[src/design/fmbl_pkg.sv]
// Shared types and constants of the field map bilinear lookup.
package fmbl_pkg;

    localparam int GRID_X_DEF   = 32;
    localparam int GRID_Y_DEF   = 32;
    localparam int GRID_Z_DEF   = 64;
    localparam int PITCH_MM_DEF = 10;

    localparam int VAL_W       = 20;
    localparam int IDX_W       = 16;
    localparam int CRD_W       = 18;
    localparam int ENTRY_W     = 4 * VAL_W;
    localparam int TABLE_DEPTH = 65536;

    typedef enum logic
    {
        OP_WRITE = 1'b0,
        OP_QUERY = 1'b1
    } opcode_t;

    // Control bits that travel down the pipeline with each beat
    typedef struct packed
    {
        logic    valid;
        opcode_t op;
        logic    bad;
    } ctrl_t;

endpackage

[src/design/fmbl_lane.sv]
// One component lane: weighted corner sum and floor division by the squared pitch.
module fmbl_lane import fmbl_pkg::*; #(
    parameter int WW       = 16,
    parameter int PITCH_MM = PITCH_MM_DEF
)
(
    input  logic                        clk,
    input  logic                        en,
    input  logic [3:0][VAL_W-1:0]       corner_val,
    input  logic [3:0][WW-1:0]          weight,
    output logic signed [VAL_W-1:0]     result
);

    localparam int PRW = VAL_W + WW + 1;
    localparam int SW  = PRW + 2;
    localparam int D   = PITCH_MM * PITCH_MM;
    localparam int UW  = VAL_W + $clog2(D) + 1;
    localparam int ULO = UW / 2;
    localparam int UHI = UW - ULO;
    localparam int MW  = UW + 1;
    localparam logic [MW-1:0]       RMUL = MW'((64'd1 << UW) / 64'(D));
    localparam logic signed [SW-9:0] UOFF = (SW-8)'(64'(D) << (VAL_W - 1));
    localparam logic [UW-1:0]       DV   = UW'(D);
    localparam logic [VAL_W-1:0]    SGN  = VAL_W'(1) << (VAL_W - 1);

    logic signed [PRW-1:0] prod_next [4];
    logic signed [PRW-1:0] prod_reg  [4];
    logic signed [SW-1:0]  sum;
    logic signed [SW-9:0]  sh;
    logic [UW-1:0]         u_next, u2_reg, u3_reg, u4_reg;
    logic [UHI+MW-1:0]     ph_reg;
    logic [ULO+MW-1:0]     pl_reg;
    logic [UW+MW-1:0]      full;
    logic [VAL_W-1:0]      qe_reg;
    logic [UW-1:0]         rem;
    logic [VAL_W-1:0]      q;
    logic [VAL_W-1:0]      result_reg;
    logic signed [VAL_W-1:0] cv [4];
    logic signed [WW:0]      ws [4];

    // Multiply each corner value by its weight
    always_comb
    begin
        for (int k = 0; k < 4; k++)
        begin
            cv[k]        = corner_val[k];
            ws[k]        = {1'b0, weight[k]};
            prod_next[k] = cv[k] * ws[k];
        end
    end

    // Sum, drop the factor 256 by an arithmetic shift and offset to a non-negative dividend
    always_comb
    begin
        sum = SW'(prod_reg[0]) + SW'(prod_reg[1]) + SW'(prod_reg[2]) + SW'(prod_reg[3]);
        sh  = sum[SW-1:8];
        u_next = UW'(sh + UOFF);
    end

    // Reciprocal quotient estimate and one-step correction
    always_comb
    begin
        full = ((UW+MW)'(ph_reg) << ULO) + (UW+MW)'(pl_reg);
        rem  = u4_reg - UW'(qe_reg * DV);
        q    = (rem >= DV) ? qe_reg + VAL_W'(1) : qe_reg;
    end

    // Advance all lane stages together
    always_ff @(posedge clk)
    begin
        if (en)
        begin
            for (int k = 0; k < 4; k++)
            begin
                prod_reg[k] <= prod_next[k];
            end
            u2_reg     <= u_next;
            ph_reg     <= (UHI+MW)'(u2_reg[UW-1:ULO]) * (UHI+MW)'(RMUL);
            pl_reg     <= (ULO+MW)'(u2_reg[ULO-1:0]) * (ULO+MW)'(RMUL);
            u3_reg     <= u2_reg;
            qe_reg     <= full[UW+VAL_W-1:UW];
            u4_reg     <= u3_reg;
            result_reg <= q ^ SGN;
        end
    end

    assign result = result_reg;

endmodule

[config.mk]
export PLATFORM = sky130hd
export DESIGN_NAME = fmbl_lane
export DESIGN_NICKNAME = d
export VERILOG_FILES = /design/src/design/fmbl_pkg.sv /design/src/design/fmbl_lane.sv
export SDC_FILE = /design/constraint.sdc
export NUM_CORES = 2
export LEC_CHECK = 0
export ABC_AREA = 1
export BUFFER_PORTS_ARGS = -buffer_cell sky130_fd_sc_hd__buf_2
export CAP_MARGIN = 20
export CORE_MARGIN = 2
export CORE_UTILIZATION = 35
export DETAILED_ROUTE_END_ITERATION = 8
export GPL_ROUTABILITY_DRIVEN = 1
export PLACE_DENSITY_LB_ADDON = 0.3
export SYNTH_ARGS = -nofsm -noshare
export SYNTH_HDL_FRONTEND = slang
export SYNTH_SLANG_ARGS = --single-unit
export TNS_END_PERCENT = 10
[constraint.sdc]
create_clock -name clk -period 9.1 [get_ports clk]
set_input_delay 1.82 -clock clk [delete_from_list [all_inputs] [get_ports clk]]
set_output_delay 1.82 -clock clk [all_outputs]
set_load 0.1 [all_outputs]
After elaboration in Yosys (flattened, before gate mapping)
Memory sizes are Yosys's and may differ from the RTL's.
Cells that the tools add are included.
- bitwise gates (word level): 1
- multiply operators: 7
- mux-type cells: 3
- $lt $le $gt $ge: 1
- $add $sub $neg: 7
- operator list (kind ; count):
    multiplier 20 x 17 -> 37 bit ; 4
    adder 36 bit ; 3
    adder 48 x 36 -> 48 bit ; 1
    multiplier 14 x 21 -> 35 bit (second input constant) ; 1
    multiplier 14 x 21 -> 33 bit (second input constant) ; 1
    adder 28 x 27 -> 28 bit (second input constant) ; 1
    >= comparator 28 x 7 -> 1 bit (second input constant) ; 1
    subtractor 28 x 27 -> 28 bit ; 1
    multiplier 20 x 5 -> 25 bit (second input constant) ; 1
    adder 20 x 1 -> 20 bit (second input constant) ; 1
    2-to-1 mux 20 bit ; 1
    2-to-1 mux 1 bit ; 2
    NOT 1 bit ; 1
- RAM bits: 148
- output and inout bits: 20
- memories kept: 1
- register bits after elaboration: 192
- memories (name ; words ; width ; read ports ; clocked after Yosys merged registers in ; write ports ; RTL line ; text):
    prod_reg ; 4 ; 37 ; 4 ; 0 ; 4 ; fmbl_lane.sv:27 ; logic signed [PRW-1:0] prod_reg [4];

Longest topological paths before layout
- depth after elaboration: 5
- mapped depth: 34
- depth with buffers taken out: 33

Worst setup path after synthesis
Ideal clock, no wire load.
- path type: input-to-reg
- start: in corner_val[73] (netlist bit)
- end: mem prod_reg[3][28] (netlist bit), data pin
- setup slack: 1812 ps
- setup time: 265 ps
- stages: 22
- arrival time: 7022 ps
- path buffers: 2
- cell sequence: clkbuf_1 > clkbuf_1 > nand2_1 > fa_1 > inv_1 > fa_1 > inv_1 > fa_1 > inv_1 > fa_1 > inv_1 > fa_1 > inv_1 > fa_1 > ha_1 > nand2_1 > nor4_1 > a21oi_1 > o21ai_0 > nand2_1 > o21ai_0 > xor2_1
- RTL lines (element ; RTL line ; text):
    start: declaration ; fmbl_lane.sv:9 ; input logic [3:0][VAL_W-1:0] corner_val,
    end: declaration ; fmbl_lane.sv:27 ;

==> out/metrics.yaml <==
outcome:
  status: "complete, no violations"
synth:
  synth_cells: 9028
  syn_area_um2: 76400
  ys_types: 45
  synth_edf_count: 313
  seq_area_frac_synth_pct: 12.3
  synth_area_per_cell_um2: 8.47
  syn_nets: 11400
  yosys_register_bits: 313
  synthFlopType: "edfxtp_1"
  async_reset_ff_share_pct: 0
  yosysWarnings: 0
critical_path:
  r2r_start: "qe_reg[2]"
  r2r_cells: 31
  reg2reg_slack_ns: 2.38
  critPathArrivalTime_ns: 7.60
  cp-end-kind: "register"
  timing.rr.end: "result[10]"
  worstSetupStartpointType: "input pin"
  worstSetupPathType: "input pin to register"
  cp_max_fo: 20
  required_ns: 9.36
global_routing:
  grt_pass1_wl_um: 327000
  grt_max_degree: 176
  antenna_found_initial: 3
  track_usage_pct: 18.4
  grt_pass1_vias: 60800
  grt-ovfl-total: 0
sta:
  fin_ws_ns: 1.76
  fin_setup_tns_ns: 0
  finalCriticalPeriod_ns: 7.34
  setup_viol: 0
  post-route-period-util_pct: 80.6
  fmax_mhz: 136
  fin_skew_ns: 0.0348
  slew_headroom_pct: 28.2
  drv_slew: 0
  worst_pin_slew_ns: 1.08
  rsz0062_at_grt: "no"
  hold_violations: 0
worst_hold_path:
  hp-start: "u3_reg[23]"
  holdPathEnd: "u4_reg[23]"
  holdPathStages: 0
  hp-class: "register to register"
cells_and_area:
  antennaDiodeCount: 0
  layout-drive-gt1-share_pct: 2.75
  largest_reg_flops: 144
  fin_cells: 11800
  fin_nets: 11400
  area_delta_synth_final_pct: 5.94
clocking:
  cts_resized: 0
  postCtsSetupBuffers: 0
  clock_tree.buffer_depth: 3
  cts_tree: "yes"
  cts_hold_buf: 0
  clk_latency_ns: 0.58
  htree_levels: 2
  cts_root_buf: "clkbuf_16"
  numCtsBuffers: 38
  clk_pin_slew_ns: 0.07
  clock_sinks: 313
die:
  fp.dieW_um: 471
  fp.dieH_um: 471
  start_util_pct: 35.2
  die_area_um2: 222000
  rows: 171
  ioPinCount: 166
  fp.coreArea_um2: 217000
route:
  drt_iter0_drc: 3337
  first_pass_iters: 5
  viasPerCell: 4.72
  ant_nets: 0
  drc: 0
  vias: 55800
  totalWireLength_um: 199000
  wire_per_inst_um: 16.8
placement:
  hpwl_um: 170000
  place.gp.congestion: 0.923
  numPortBuffers: 165
  place_ws_ns: 1.26
  dp.cells: 11800
job:
  drv_cap: 0
[worst max-delay path, stage by stage]
cell and delay [ns]:
buf_2 0.41, nand2_1 0.16, fa_1 0.55, inv_1 0.05, fa_1 0.53, inv_1 0.05, fa_1 0.50, inv_1 0.06
fa_1 0.53, inv_1 0.05, fa_1 0.47, inv_1 0.05, fa_1 0.44, ha_1 0.37, nand2_1 0.10, inv_1 0.10
a21oi_1 0.09, inv_1 0.06, a31oi_1 0.06, o21ai_0 0.67, nand2_1 0.15, nand3_1 0.10, nand2_1 0.17
[synthesized netlist by cell type (2+ instances only)]
master	instances	area, um2
o21ai_2	2	17.5
a31oi_1	31	194
o21bai_2	2	22.5
and3_1	2	12.5
a2111oi_0	2	17.5
a211oi_1	6	45.0
buf_6	2	22.5
edfxtp_1	313	9400
buf_4	2	15.0
xor2_1	165	1450
o21ai_1	10	50.1
nand2_1	2142	8040
or2_2	4	25.0
a21oi_1	266	1330
o211ai_1	11	82.6
o221ai_1	2	17.5
nor2_1	261	980
and2_1	5	31.3
o21ai_0	133	666
ha_1	753	9420
xnor2_1	128	1120
a21o_1	36	270
clkbuf_1	288	1080
nand4_1	50	313
nand3_1	131	656
nor3_1	42	210
buf_2	4	20.0
nand3b_1	9	67.6
a21boi_0	12	90.1
nor2_2	6	37.5
nor4_1	22	138
nand3_2	2	20.0
fa_1	1515	30300
inv_2	3	11.3
a221oi_1	8	70.1
o21bai_1	25	188
o21a_1	13	97.6
inv_1	2609	9790
o2111ai_1	5	43.8
[cells by family after synthesis]
kind of cell | count (synthesis) | synth area share [%]
compound gates | 566 | 4.21
xor+xnor | 293 | 3.36
fa+ha+maj | 2268 | 52.0
buf+inv | 2908 | 14.3
flops | 313 | 12.3
simple gates | 2680 | 13.8
[worst max-delay path by stage]
stage / start / to / slack (ns)
finish: weight[18] / prod_reg[1][23] / 1.76
detailed placement: weight[18] / prod_reg[1][23] / 1.26
global route: weight[2] / prod_reg[0][33] / 1.48
floorplan: corner_val[73] / prod_reg[3][28] / 1.81
global placement: weight[2] / prod_reg[0][33] / 1.31
CTS: weight[18] / prod_reg[1][23] / 1.87
[metal layers]
layer | vias to the layer above | track usage (%) | part of all wire (%)
met1 | 28200 | 24.8 | 45
met5 | - | 0 | 0
met4 | 0 | 3.29 | 1.8
met3 | 199 | 1.60 | 4.0
met2 | 1225 | 32.4 | 49
li1 | 26200 | - | -
[cell usage in the layout, fill, tap and decap left out, types with 9 or more instances in the layout]
cell / Yosys / layout
nor2_1: 261 / 261
nand3_1: 131 / 131
fa_1: 1515 / 1515
a21oi_1: 266 / 266
o21a_1: 13 / 13
o21ai_0: 133 / 133
o21bai_1: 25 / 25
clkbuf_16: 0 / 39
xor2_1: 165 / 165
buf_2: 4 / 164
o21ai_1: 10 / 10
xnor2_1: 128 / 128
inv_1: 2609 / 2609
nand2_1: 2142 / 2142
nand3b_1: 9 / 9
nor3_1: 42 / 42
edfxtp_1: 313 / 313
a21o_1: 36 / 36
a31oi_1: 31 / 31
o211ai_1: 11 / 11
ha_1: 753 / 753
nand4_1: 50 / 50
a21boi_0: 12 / 12
nor4_1: 22 / 22
[per-stage QoR]
step	util, %	instance area (um2)	hold WS [ns]
floorplan	-	76400	0.400
global placement	36.7	79700	0.401
detailed placement	36.7	79700	0.405
CTS	37.3	81000	0.404
global route	37.3	81000	0.406
finish	37.3	81000	0.408
[final cells by class]
class | count | area [um2]
fillers | 22200 | 136000
multi-input cells | 5807 | 56100
inverters | 2612 | 9800
flip-flops and latches | 313 | 9400
well taps | 2854 | 3570
clock buffers | 44 | 995
repair buffers | 168 | 871
clock inverters | 22 | 243
Power is not shown: default switching activity piles up to over one toggle a cycle in this logic, so the estimate is an artifact.
